**config.mk**
```make
export PLATFORM = sky130hd
export DESIGN_NAME = tfbc_regs
export DESIGN_NICKNAME = d
export VERILOG_FILES = /design/src/sv/tfbc_pkg.sv /design/src/sv/tfbc_regs.sv
export SDC_FILE = /design/constraint.sdc
export NUM_CORES = 1
export LEC_CHECK = 0
export BUFFER_PORTS_ARGS = -buffer_cell sky130_fd_sc_hd__buf_4
export CAP_MARGIN = 10
export CORE_AREA = 2 2 60 62
export DETAILED_ROUTE_END_ITERATION = 10
export DIE_AREA = 0 0 62 64
export GPL_TIMING_DRIVEN = 0
export HOLD_SLACK_MARGIN = 0.02
export PLACE_DENSITY = 0.71
export SYNTH_ARGS = -nofsm -noshare
export SYNTH_HDL_FRONTEND = slang
export SYNTH_SLANG_ARGS = --single-unit
```
**constraint.sdc**
```tcl
create_clock -name clk -period 2.7 [get_ports clk]
set_clock_uncertainty 0.2 [all_clocks]
set_input_delay 0 -clock clk [delete_from_list [all_inputs] [get_ports clk]]
set_output_delay 0 -clock clk [all_outputs]
set_load 0.01 [all_outputs]
```
**src/sv/tfbc_pkg.sv**
```systemverilog
// ----------------------------------------------------------------------------
// tfbc_pkg
// Types, constants and round functions of the toy byte-wide Feistel cipher.
// ----------------------------------------------------------------------------
package tfbc_pkg;

    localparam int BYTE_W     = 8;
    localparam int NIB_W      = 4;
    localparam int MODE_W     = 3;
    localparam int CFG_ADDR_W = 4;
    localparam int CFG_DATA_W = 32;

    typedef enum logic [1:0] {
        REG_CIPHER_KEY  = 2'd0,
        REG_INIT_VECTOR = 2'd1,
        REG_CIPHER_MODE = 2'd2
    } reg_idx_t;

    typedef enum logic [MODE_W-1:0] {
        MODE_ECB_ENC = 3'd0,
        MODE_ECB_DEC = 3'd1,
        MODE_CBC_ENC = 3'd2,
        MODE_CBC_DEC = 3'd3,
        MODE_OFB     = 3'd4
    } mode_t;

    typedef struct packed {
        logic [BYTE_W-1:0] cipher_key;
        logic [BYTE_W-1:0] init_vector;
        logic [MODE_W-1:0] cipher_mode;
    } cfg_t;

    typedef struct packed {
        logic              stage_valid;
        logic              advance;
        logic [BYTE_W-1:0] stage_data;
    } stat_t;

    localparam logic [NIB_W-1:0] SBOX [16] = '{
        4'h9, 4'h4, 4'hA, 4'hB,
        4'hD, 4'h1, 4'h8, 4'h5,
        4'h6, 4'h2, 4'h0, 4'h3,
        4'hC, 4'hE, 4'hF, 4'h7
    };

    localparam logic [2:0] BIT_DEST [BYTE_W] = '{
        3'd1, 3'd5, 3'd2, 3'd0, 3'd3, 3'd7, 3'd4, 3'd6
    };

    function automatic logic [NIB_W-1:0] sub_nib(input logic [NIB_W-1:0] x);
        return SBOX[x];
    endfunction

    function automatic logic [BYTE_W-1:0] perm_fwd(input logic [BYTE_W-1:0] b);
        logic [BYTE_W-1:0] r;
        r = '0;
        for (int i = 0; i < BYTE_W; i++)
        begin
            r[BIT_DEST[i]] = b[i];
        end
        return r;
    endfunction

    function automatic logic [BYTE_W-1:0] perm_inv(input logic [BYTE_W-1:0] b);
        logic [BYTE_W-1:0] r;
        r = '0;
        for (int i = 0; i < BYTE_W; i++)
        begin
            r[i] = b[BIT_DEST[i]];
        end
        return r;
    endfunction

    function automatic logic [BYTE_W-1:0] blk_enc(input logic [BYTE_W-1:0] b,
                                                  input logic [NIB_W-1:0]  k);
        logic [NIB_W-1:0] lo;
        logic [NIB_W-1:0] ro;
        logic [NIB_W-1:0] nr;
        lo = b[BYTE_W-1:NIB_W];
        ro = b[NIB_W-1:0];
        nr = lo ^ sub_nib(ro ^ k);
        return perm_fwd({ro, nr});
    endfunction

    function automatic logic [BYTE_W-1:0] blk_dec(input logic [BYTE_W-1:0] b,
                                                  input logic [NIB_W-1:0]  k);
        logic [BYTE_W-1:0] c;
        logic [NIB_W-1:0]  lo;
        logic [NIB_W-1:0]  ro;
        c  = perm_inv(b);
        ro = c[BYTE_W-1:NIB_W];
        lo = c[NIB_W-1:0] ^ sub_nib(ro ^ k);
        return {lo, ro};
    endfunction

endpackage

```
**src/sv/tfbc_regs.sv**
```systemverilog
// ----------------------------------------------------------------------------
// tfbc_regs
// APB register file: cipher key, init vector and chaining mode.
// ----------------------------------------------------------------------------
module tfbc_regs
    import tfbc_pkg::*;
(
    input  logic                  clk,
    input  logic                  rst_n,
    input  logic                  psel,
    input  logic                  penable,
    input  logic                  pwrite,
    input  logic [CFG_ADDR_W-1:0] paddr,
    input  logic [CFG_DATA_W-1:0] pwdata,
    output logic [CFG_DATA_W-1:0] prdata,
    output logic                  pready,
    output cfg_t                  cfg
);

    logic [BYTE_W-1:0] key_reg;
    logic [BYTE_W-1:0] iv_reg;
    logic [MODE_W-1:0] mode_reg;
    logic              wr_en;
    reg_idx_t          idx;

    assign pready = 1'b1;
    assign wr_en  = psel && penable && pwrite && pready;
    assign idx    = reg_idx_t'(paddr[CFG_ADDR_W-1:2]);

    always_ff @(posedge clk or negedge rst_n)
    begin
        if (!rst_n)
        begin
            key_reg  <= '0;
            iv_reg   <= '0;
            mode_reg <= '0;
        end
        else if (wr_en)
        begin
            case (idx)
                REG_CIPHER_KEY:  key_reg  <= pwdata[BYTE_W-1:0];
                REG_INIT_VECTOR: iv_reg   <= pwdata[BYTE_W-1:0];
                REG_CIPHER_MODE: mode_reg <= pwdata[MODE_W-1:0];
                default:         ;
            endcase
        end
    end

    always_comb
    begin
        case (idx)
            REG_CIPHER_KEY:  prdata = {{(CFG_DATA_W-BYTE_W){1'b0}}, key_reg};
            REG_INIT_VECTOR: prdata = {{(CFG_DATA_W-BYTE_W){1'b0}}, iv_reg};
            REG_CIPHER_MODE: prdata = {{(CFG_DATA_W-MODE_W){1'b0}}, mode_reg};
            default:         prdata = '0;
        endcase
    end

    assign cfg.cipher_key  = key_reg;
    assign cfg.init_vector = iv_reg;
    assign cfg.cipher_mode = mode_reg;

endmodule

```
Word-level counts from Yosys, hierarchy flattened:

Cells that the tools add are included.

* equal/unequal tests: 2
* multiplexer cells: 1
* reduce and logical (&&, ||, !) cells: 6

Operators with widths (number)
* 8-bit case mux with 3 select lines: 1
* 2-bit AND reduction: 3
* 2-bit by 1-bit == test with 1-bit output, second input constant: 1
* 2-bit == test, second input constant: 1
* 1-bit logical AND: 2
* 2-bit logical NOT: 1

* flip-flop bits (word level): 19
* logic and storage cells: 12

Logic depth before layout (Yosys ltp):

Gate-level depths: netlist of the first run.

* depth after elaboration: 3
* gate-level depth with buffers: 4
* gate-level depth less buffers: 3

Worst setup path after synthesis of the first run:

No wires, ideal clock.

* kind: input-to-reg
* start point: input port pwrite
* end point: register iv_reg[0]
* library setup time: 125 ps
* data arrival time: 899 ps
* path slack: 1476 ps
* stages on the path: 4
* cells stage by stage: nand3_2 or3b_1 buf_6 mux2_4

* word-level cells in the longest chain between the ends: 2

RTL lines
* from (decl): line tfbc_regs.sv:12 `input logic pwrite,`
* 1-bit logical AND: line tfbc_regs.sv:27 `assign wr_en = psel && penable && pwrite && pready;`
* 2-bit AND reduction (no line)
* to (signal assigned): line tfbc_regs.sv:42 `REG_INIT_VECTOR: iv_reg <= pwdata[BYTE_W-1:0];`
* to (decl): line tfbc_regs.sv:21 `logic [BYTE_W-1:0] iv_reg;`

No other way between the ends.
A chain may end at the register's enable or synchronous reset.

Worst setup path in the final report of the first run:

* start point: input port paddr[2]
* end point: register key_reg[6]

* word-level cells in the longest chain between the ends: 2

RTL lines
* from (decl): line tfbc_regs.sv:13 `input logic [CFG_ADDR_W-1:0] paddr,`
* 2-bit logical NOT: line tfbc_regs.sv:40 `case (idx)`
* 2-bit AND reduction (no line)
* to (signal assigned): line tfbc_regs.sv:41 `REG_CIPHER_KEY: key_reg <= pwdata[BYTE_W-1:0];`
* to (decl): line tfbc_regs.sv:20 `logic [BYTE_W-1:0] key_reg;`

No other way between the ends.

==> reports/qor.txt, run 1 <==
Setup TNS = 0 ns
WL/cell = 11.7 um
DP Wirelength = 1.85 mm
Row cnt = 21
CP Cell Sequence = dlygate4sd3_1 -> buf_4 -> nor3_2 -> dlygate4sd3_1 -> mux2_2
Synth Register Bits = 19
Number of antenna cells inserted = 0
Hold slack final = 0.0338 ns
Final hold vios = 0
Crit. End Element = flip-flop
Core Area = 0.00328 sq mm
DRT Wirelength = 2.55 mm
Port Buf Inserts = 41
Crit path buf inv count = 3
# resized after CTS = 0
Power Density = 546 mW/mm^2
CP Depth = 5
Worst Tran Pin Value = 0.865 ns
Vias in the first global route = 808
Worst EP arrival = 2.10 ns
DRC errors left = 0
I/O Pins = 93
Synthesized area = 0.00111 sq mm
CP required = 2.68 ns
Crit path max-delay family = buffers and inverters
Hold path cells = 4
First-pass GRT wire length = 3.71 mm
Synth unique cells = 15
Critical path class = primary input to flip-flop
GPL Wtd Cong = 0.678
Placed cells = 202
Status = completed
Vias per cell = 3.97
Tot GR Track Use = 12.3%
Hold-fix buffer count after cts = 12
DRT Pass-1 Iters = 4
TritonCTS Sinks = 19
RSZ-0062 raised after global routing = false
Post-route insts no fill = 218
Worst R2R End = iv_reg[4]
Final setup fails = 0
Max_cap viols = 0
CP peak stage delay = 0.86 ns
Fin crit period = 2.12 ns
CTS tree = built
Seq/Total Area, Yosys = 42.9%
Initial Util = 33.8%
R2r setup slk = 1.70 ns
Commonest non-fill, non-tap cell in the layout = buf_4
Vias = 866
# fillers = 302
Cell repeated most along the worst path = dlygate4sd3_1
Syn Inst Count = 92
Die ar. = 0.00397 sq mm
Initial DRC Count = 4
Die W = 62 um
Synth top area share = 42.9%
Seq. cell area = 475 sq um
Fmax = 472 MHz
Layout Nets = 214
Antenna-violating nets left = 0
CTS Buf Count = 3
Area growth from synthesis to layout = 54.1%
Synth warn = 0
Overall Power = 0.933 mW
Crit path from = paddr[2]
Crit Path Max Fanout = 8
Slew Limit Fails = 0
Final Util = 52.0%
Critical path capture point = key_reg[6]
Worst vdd ir = 0.000278 V
Clock transition at the registers of the reported paths = 0.11 ns
Main area contributors after synthesis = dfrtp_1, buf_4, mux2_2
Slowest cell on crit path = dlygate4sd3_1
Worst r2r src = iv_reg[4]
H-tree depth = 1
Syn_area_per_cell = 12.0 sq um
Cell count of the worst reg-to-reg path = 1
Area of the multi-input gates = 505 sq um
Fraction of layout cells with a size suffix above 1 = 54.7%
Die height = 64 um
HP Class = primary input to flip-flop
Leakage = 0.931 nW
Most frequent cells in the layout = buf_4, conb_1, dfrtp_1
Cell taking the most area after synthesis = dfrtp_1
Post-CTS setup buffers = 0
CTS Root Cell = clkbuf_4
CP Launch Type = primary input
Initial antenna violation count = 0
Slew headroom = 42.1%
Clk_lat worst skew = 0.28 ns
Largest net degree at the start of global routing = 20
Final period util = 78.5%
GR Overflow Total = 0
CTS max path bufs = 2
-- routing by layer --
| layer | track usage (%) | wire [um] |
|---|---|---|
| met3 | 2.63 | 313 |
| met2 | 21.9 | 1160 |
| met1 | 15.2 | 1070 |
| met5 | 0 | 0 |
| met4 | 1.60 | 0 |
-- stage by stage --
| step | worst slack [ns] | cell area (sq um) |
|---|---|---|
| finish | 0.580 | 1710 |
| global route | 0.527 | 1710 |
| CTS | 0.572 | 1710 |
| detailed placement | 1.15 | 1560 |
| global placement | 1.15 | 1560 |
| floorplan | 1.48 | 1190 |
-- how the worst min path moves through the flow --
stage            start           to  slack [ns]
6_report       penable  mode_reg[0]        0.03
5_1_grt        penable  mode_reg[1]        0.05
4_1_cts        penable  mode_reg[0]        0.03
3_5_place_dp     rst_n   key_reg[4]       -0.31
3_3_place_gp     rst_n   key_reg[3]       -0.32
2_1_floorplan    rst_n    iv_reg[0]       -0.50
-- synthesized netlist by cell type (all sizes together) --
library cell	instances
mux2i	8
nor3b	1
mux2	19
nor2b	1
nor2	5
or3b	1
buf	28
o21ai	3
nand3	1
nor3	1
dfrtp	19
nand2	3
conb	2
-- report_power, final --
group	internal [mW]	leakage (nW)	switching (mW)
combinational	0.234	0.681	0.151
clock	0.0550	0.0177	0.0878
sequential	0.351	0.233	0.0545
total	0.639	0.931	0.293
-- tightest hold or removal path, delay by kind of cell --
family                 cells  cell delay, ns
multiplexers               1            0.23
buffers and inverters      1            0.11
AND/OR/NAND/NOR            2            0.16
-- kinds of logic after synthesis --
kind of cell / count (synthesis) / share of synthesized area, %
buffers and inverters: 28 / 19.3
multiplexers: 27 / 29.2
flip-flops: 19 / 42.9
AND/OR/NAND/NOR: 13 / 6.55
AO/OA/AOI/OAI: 3 / 1.35
other: 2 / 0.677
-- layout make-up --
class,count,share of cell area [%]
Multi-Input combinational cell,68,29.6
Sequential cell,19,27.8
Timing Repair Buffer,53,25.1
Buffer,28,12.5
Tap cell,46,3.37
Clock buffer,3,1.32
Clock inverter,1,0.293
Note: power is estimated with default switching activity, not from simulation.
==> run 2, diff against run 1 <==
- ABC_AREA: unset -> 1
- PLACE_DENSITY: 0.71 -> 0.74
- clock period: 2.7 -> 1.9 ns (I/O delays scaled with it)
==> run 2 against run 1 <==
Synthesized cell count increased by 61%; sequential power increased by 36%; utilization increased by 3.7 points; area after synthesis decreased by 1.1%; register-to-register slack got worse by 1.2 ns; final cell count increased by 32%; sequential share of layout area decreased by 1.8 points; non-clock buffer count increased by 10; combinational power increased by 24%; critical path depth increased by 3; via count increased by 31%; critical endpoint unchanged.
==> reports/qor.txt, run 2 <==
EDFF count, synth = 0 (unchanged)
Final period util = 94.3%
Main synth FF type = dfrtp_1
Synth Register Bits = 19 (unchanged)
Initial Util = 33.4% (-0.38 points)
Synthesized area = 0.00110 sq mm (-1.1%)
Vias in the first global route = 1,083 (+34%)
Vias per cell = 3.95 (-0.54%)
Commonest non-fill, non-tap cell in the layout = nand2_1
Most frequent cells in the layout = nand2_1, buf_4, conb_1
Top post-synthesis cells by count = nand2_1, buf_4, dfrtp_1
Area growth from synthesis to layout = 66.9%
CTS Root Cell = clkbuf_4
Row cnt = 21 (unchanged)
Initial antenna violation count = 0 (unchanged)
Post-route insts no fill = 287 (+32%)
Antenna-violating nets left = 0 (unchanged)
Crit Path Max Fanout = 5 (-3)
Fin area = 0.00183 sq mm (+7.1%)
Leakage = 1.09 nW (+17%)
Slew headroom = 42.6% (+0.45 points)
Slew Limit Fails = 0 (unchanged)
Fin crit period = 1.79 ns
Largest net degree at the start of global routing = 20 (unchanged)
Fraction of layout cells with a size suffix above 1 = 32.8% (-22 points)
Syn_area_per_cell = 7.41 sq um (-39%)
Worst Tran Pin Value = 0.858 ns (-0.00673 ns)
Async SR Flop Fraction = 100% (unchanged)
GPL Wtd Cong = 0.732 (+8.1%)
Power Density = 673 mW/mm^2 (+23%)
Final setup fails = 0 (unchanged)
Clock transition at the registers of the reported paths = 0.11 ns (about the same)
CP Launch Type = primary input
Status = completed
Synth unique cells = 13 (-2)
Initial DRC Count = 44 (+40)
Core Area = 0.00328 sq mm (unchanged)
Placed cells = 258 (+28%)
Vias = 1,134 (+31%)
# fillers = 340 (+13%)
Crit. End Element = flip-flop
Final hold vios = 0 (unchanged)
Number of antenna cells inserted = 0 (unchanged)
I/O Pins = 93 (unchanged)
GR Overflow Total = 0 (unchanged)
Seq/Total Area, Yosys = 43.4% (+0.49 points)
H-tree depth = 1 (unchanged)
Post-DP Area = 0.00155 sq mm (-0.80%)
TritonCTS Sinks = 19 (unchanged)
DP Wirelength = 2.04 mm (+10%)
Synth top area share = 43.4% (+0.49 points)
Layout Nets = 283 (+32%)
Cell with the most instances after synthesis = nand2_1
Critical path class = primary input to flip-flop
CTS Buf Count = 3 (unchanged)
CP required = 1.89 ns (-0.79 ns)
Port Buf Inserts = 41 (unchanged)
CTS tree = built
Setup TNS = 0 ns (unchanged)
DRT Pass-1 Iters = 4 (unchanged)
Synth warn = 0 (unchanged)
Worst vdd ir = 0.000405 V (+46%)
Worst EP arrival = 1.78 ns (-0.32 ns)
HP Class = primary input to flip-flop
Overall Power = 1.23 mW (+32%)
Tot GR Track Use = 17.1% (+4.7 points)
Max_cap viols = 0 (unchanged)
Cell taking the most area after synthesis = dfrtp_1
Hold slack final = 0.0557 ns (+0.0219 ns)
CTS max path bufs = 2 (unchanged)
Syn Inst Count = 148 (+61%)
Die W = 62 um (unchanged)
Fmax = 558 MHz
Clk_lat worst skew = 0.29 ns (about the same)
RSZ-0062 raised after global routing = false
First-pass GRT wire length = 5.03 mm (+36%)
Die height = 64 um (unchanged)
DRC errors left = 0 (unchanged)
WL/cell = 10.5 um (-9.7%)
Main area contributors after synthesis = dfrtp_1, nand2_1, buf_4
Die ar. = 0.00397 sq mm (unchanged)
DRT Wirelength = 3.02 mm (+19%)
## run 2: cell count changes after synthesis, sizes merged, moves of 3 or more
cell / delta
o21ai: -3
nand2: +85
mux2i: -8
nand3: +3
inv: +5
buf: -3
mux2: -19
## run 2: area by class of cell
type	instances	area (sq um)	area share [%]
inverters	5	18.8	1.03
multi-input cells	122	500	27.4
plain buffers	25	188	10.3
flip-flops and latches	19	475	26.0
repair buffers	66	563	30.8
well taps	46	57.6	3.15
clock buffers	4	26.3	1.44
## run 2: cell families after synthesis
group,count (synthesis),synth area share [%]
other,2,0.685
and+or+nand+nor,97,37.1
DFF,19,43.4
buffers and inverters,30,18.8
## run 2: metrics by stage
| stage | setup slack, ns | util, % |
|---|---|---|
| after floorplan | 1.07 | - |
| after global placement | 0.738 | 47.1 |
| after detailed placement | 0.704 | 47.1 |
| after CTS | 0.0423 | 55.8 |
| after global routing | 0.0492 | 55.7 |
| final | 0.109 | 55.7 |
## run 2: where the power goes
part / internal (mW) / switching, mW / total (mW) / leakage, nW
clock: 0.0816 / 0.121 / 0.202 / 0.0150
combinational: 0.258 / 0.220 / 0.477 / 0.833
sequential: 0.487 / 0.0648 / 0.551 / 0.241
total: 0.826 / 0.405 / 1.23 / 1.09
## run 2: what timing repair did
item,in CTS,in global routing
buffers inserted,0,0
gates resized for setup,0,2
hold buffers,26,1
setup endpoints to repair,0,9
endpoints found under the hold margin,38,1
## run 2: final timing paths
path / start / cells past startpoint / to / slack [ns]
min: paddr[2] / 7 / mode_reg[1] / 0.06
max reg2reg: key_reg[4] / 3 / key_reg[4] / 0.51
min in group asynchronous: rst_n / 3 / key_reg[1] / 0.70
max in group asynchronous: rst_n / 3 / iv_reg[1] / 0.27
max: pwrite / 8 / key_reg[6] / 0.11
min reg2reg: mode_reg[2] / 2 / mode_reg[2] / 0.31
## run 2: routing by layer
layer	vias to the layer above	GRT usage, %	wire length, um
met4	0	5.59	34
met1	505	20.0	1180
met5	-	0	0
met2	39	29.9	1640
li1	586	-	-
met3	4	3.24	176
## run 2: critical path, stage by stage
cell           delay (ns)
buf_4                0.09
inv_1                0.03
dlygate4sd3_1        0.58
nor2_4               0.16
nand2_4              0.08
dlygate4sd3_1        0.68
nand2_1              0.10
nand2_1              0.05
==> run 3, diff against run 2 <==
- ABC_AREA: 1 -> unset
- CORE_AREA: 2 2 60 62 -> 2 2 61 63
- DIE_AREA: 0 0 62 64 -> 0 0 63 65
- PLACE_DENSITY: 0.74 -> 0.72
==> run 3 against run 2 <==
Flip-flop and latch count did not move; hold slack got worse by 0.038 ns; clock-buffer cell count fell by 1; fmax rose by 3.3%; combinational power rose by 15%; utilization fell by 6.6 points; highest routed layer unchanged.
==> reports/qor.txt, run 3 (synthesized netlist as in run 1, its figures left out) <==
Slowest cell on crit path = nor3_2
Tot GR Track Use = 12.2% (-4.8 points)
Initial DRC Count = 16 (-64%)
Post-route insts no fill = 220 (-23%)
H-tree depth = 1 (unchanged)
RSZ-0062 raised after global routing = false
Net Sw Power = 0.417 mW (+3.0%)
Initial antenna violation count = 0 (unchanged)
R2r setup slk = 0.90 ns (+0.39 ns)
First-pass GRT wire length = 3.95 mm (-22%)
Hold Startpoint = penable
Vias per cell = 3.91 (-1.1%)
Crit path from = paddr[3]
Placed cells = 204 (-21%)
CP required = 1.88 ns (about the same)
Most frequent cells in the layout = buf_4, conb_1, dfrtp_1
Cell count of the worst reg-to-reg path = 1 (-2)
CTS Buf Count = 3 (unchanged)
Power share of the combinational group = 41.3% (+2.5 points)
Final setup fails = 0 (unchanged)
Die W = 63 um (+1.6%)
DRC errors left = 0 (unchanged)
Commonest non-fill, non-tap cell in the layout = buf_4
# fillers = 323 (-5.0%)
Hold path cells = 4 (-3)
GR Overflow Total = 0 (unchanged)
Row cnt = 22 (+4.8%)
Worst Tran Pin Value = 0.829 ns (-0.0294 ns)
GPL Wtd Cong = 0.660 (-9.9%)
Crit Path Max Fanout = 8 (+3)
HP Class = primary input to flip-flop
Worst R2R End = key_reg[6]
Clk pwr share = 15.3% (-1.1 points)
DRT Wirelength = 2.54 mm (-16%)
Port Buf Inserts = 41 (unchanged)
Cell internal pwr = 0.910 mW (+10%)
Leakage = 0.930 nW (-15%)
Die height = 65 um (+1.6%)
Seq pwr share = 43.4% (-1.4 points)
Fin crit period = 1.73 ns (-0.0569 ns)
Worst r2r src = key_reg[6]
Number of antenna cells inserted = 0 (unchanged)
Vias in the first global route = 857 (-21%)
TritonCTS Sinks = 19 (unchanged)
DRT Pass-1 Iters = 3 (-1)
Worst vdd ir = 0.000463 V (+14%)
Post-CTS setup buffers = 0 (unchanged)
WL/cell = 11.5 um (+9.4%)
Fin area = 0.00172 sq mm (-6.2%)
CTS tree = built
Max_cap viols = 0 (unchanged)
CP peak stage delay = 0.62 ns (-0.06 ns)
Slew Limit Fails = 0 (unchanged)
Setup TNS = 0 ns (unchanged)
CTS Root Cell = clkbuf_4
Final Util = 49.1% (-6.6 points)
I/O Pins = 93 (unchanged)
CP Launch Type = primary input
Critical path class = primary input to flip-flop
Slew headroom = 44.5% (+2.0 points)
Status = completed
Crit. End Element = flip-flop
Net Sw Frac = 31.4% (-1.5 points)
Antenna-violating nets left = 0 (unchanged)
Die ar. = 0.00410 sq mm (+3.2%)
Layout Nets = 214 (-24%)
Initial Util = 31.7% (-1.7 points)
Core Area = 0.00350 sq mm (+6.4%)
Largest net degree at the start of global routing = 20 (unchanged)
Worst EP arrival = 1.72 ns (-0.06 ns)
Hold slack final = 0.0174 ns (-0.0383 ns)
Hold EP = mode_reg[1]
Fraction of layout cells with a size suffix above 1 = 55.2% (+22 points)
Final hold vios = 0 (unchanged)
Clk_lat worst skew = 0.29 ns (about the same)
Vias = 860 (-24%)
Post-DP Area = 0.00156 sq mm (+0.97%)
CP Cell Sequence = dlygate4sd3_1 -> buf_4 -> nor3_2 -> mux2_2
Final period util = 91.3% (-3.0 points)
Power Density = 774 mW/mm^2 (+15%)
Area growth from synthesis to layout = 54.7%
Clock transition at the registers of the reported paths = 0.11 ns (about the same)
Fmax = 577 MHz (+3.3%)
CTS max path bufs = 2 (unchanged)
## run 3: cell count changes in the layout (fill, tap and decap cells not counted), moves of 3 or more
cell           delta
nand2_1          -82
dlygate4sd3_1    -11
nor2_1            +4
inv_1             -3
mux2_4            +8
nand3_1           -3
mux2_2           +11
o21ai_0           +3
mux2i_1           +8
## run 3: critical path: cells and delay by family
| kind | cells | cell delay (ns) |
|---|---|---|
| multiplexers | 1 | 0.41 |
| AND/OR/NAND/NOR | 1 | 0.62 |
| buffers and inverters | 2 | 0.69 |
## run 3: stage by stage
| stage | setup WS, ns | power (mW) |
|---|---|---|
| 2_1_floorplan | 0.676 | 0.849 |
| 3_3_place_gp | 0.369 | 1.10 |
| 3_5_place_dp | 0.291 | 1.11 |
| 4_1_cts | 0.0507 | 1.34 |
| 5_1_grt | 0.108 | 1.40 |
| 6_report | 0.166 | 1.33 |
## run 3: area by class of cell
| type | count | area (sq um) | share of cell area [%] |
|---|---|---|---|
| Sequential cell | 19 | 475 | 27.7 |
| Timing Repair Buffer | 53 | 428 | 24.9 |
| Buffer | 28 | 214 | 12.5 |
| Multi-Input combinational cell | 68 | 510 | 29.8 |
| Tap cell | 48 | 60.1 | 3.50 |
| Clock inverter | 1 | 5.00 | 0.292 |
| Clock buffer | 3 | 22.5 | 1.31 |
## run 3: metal layers
metal | routed length [um] | track usage [%] | share of wire (%) | vias to the layer above
li1 | - | - | - | 418
met1 | 1030 | 13.6 | 41 | 393
met2 | 1290 | 23.3 | 51 | 47
met3 | 204 | 2.60 | 8.0 | 2
met4 | 6 | 3.33 | 0.24 | 0
met5 | 0 | 0 | 0 | -
## run 3: power groups by stage
stage               registers, mW  clock network [mW]  logic [mW]
floorplan                   0.615                   0       0.234
finish                      0.576               0.202       0.549
global route                0.593               0.217       0.593
detailed placement          0.583                   0       0.532
CTS                         0.577               0.207       0.552
global placement            0.574                   0       0.523
## run 3: worst max path at each step
stage / end / slack, ns / depth (start not counted)
after detailed placement: mode_reg[0] / 0.29 / 4
final: key_reg[3] / 0.17 / 4
after global routing: key_reg[6] / 0.11 / 4
after CTS: mode_reg[2] / 0.05 / 5
after global placement: mode_reg[2] / 0.37 / 4
after floorplan: iv_reg[0] / 0.68 / 4
## run 3: timing repair
action | in CTS | in global routing
endpoints found under the setup margin | 0 | 3
hold buffers | 12 | 0
hold endpoints to repair | 38 | 0
resized for setup | 0 | 1
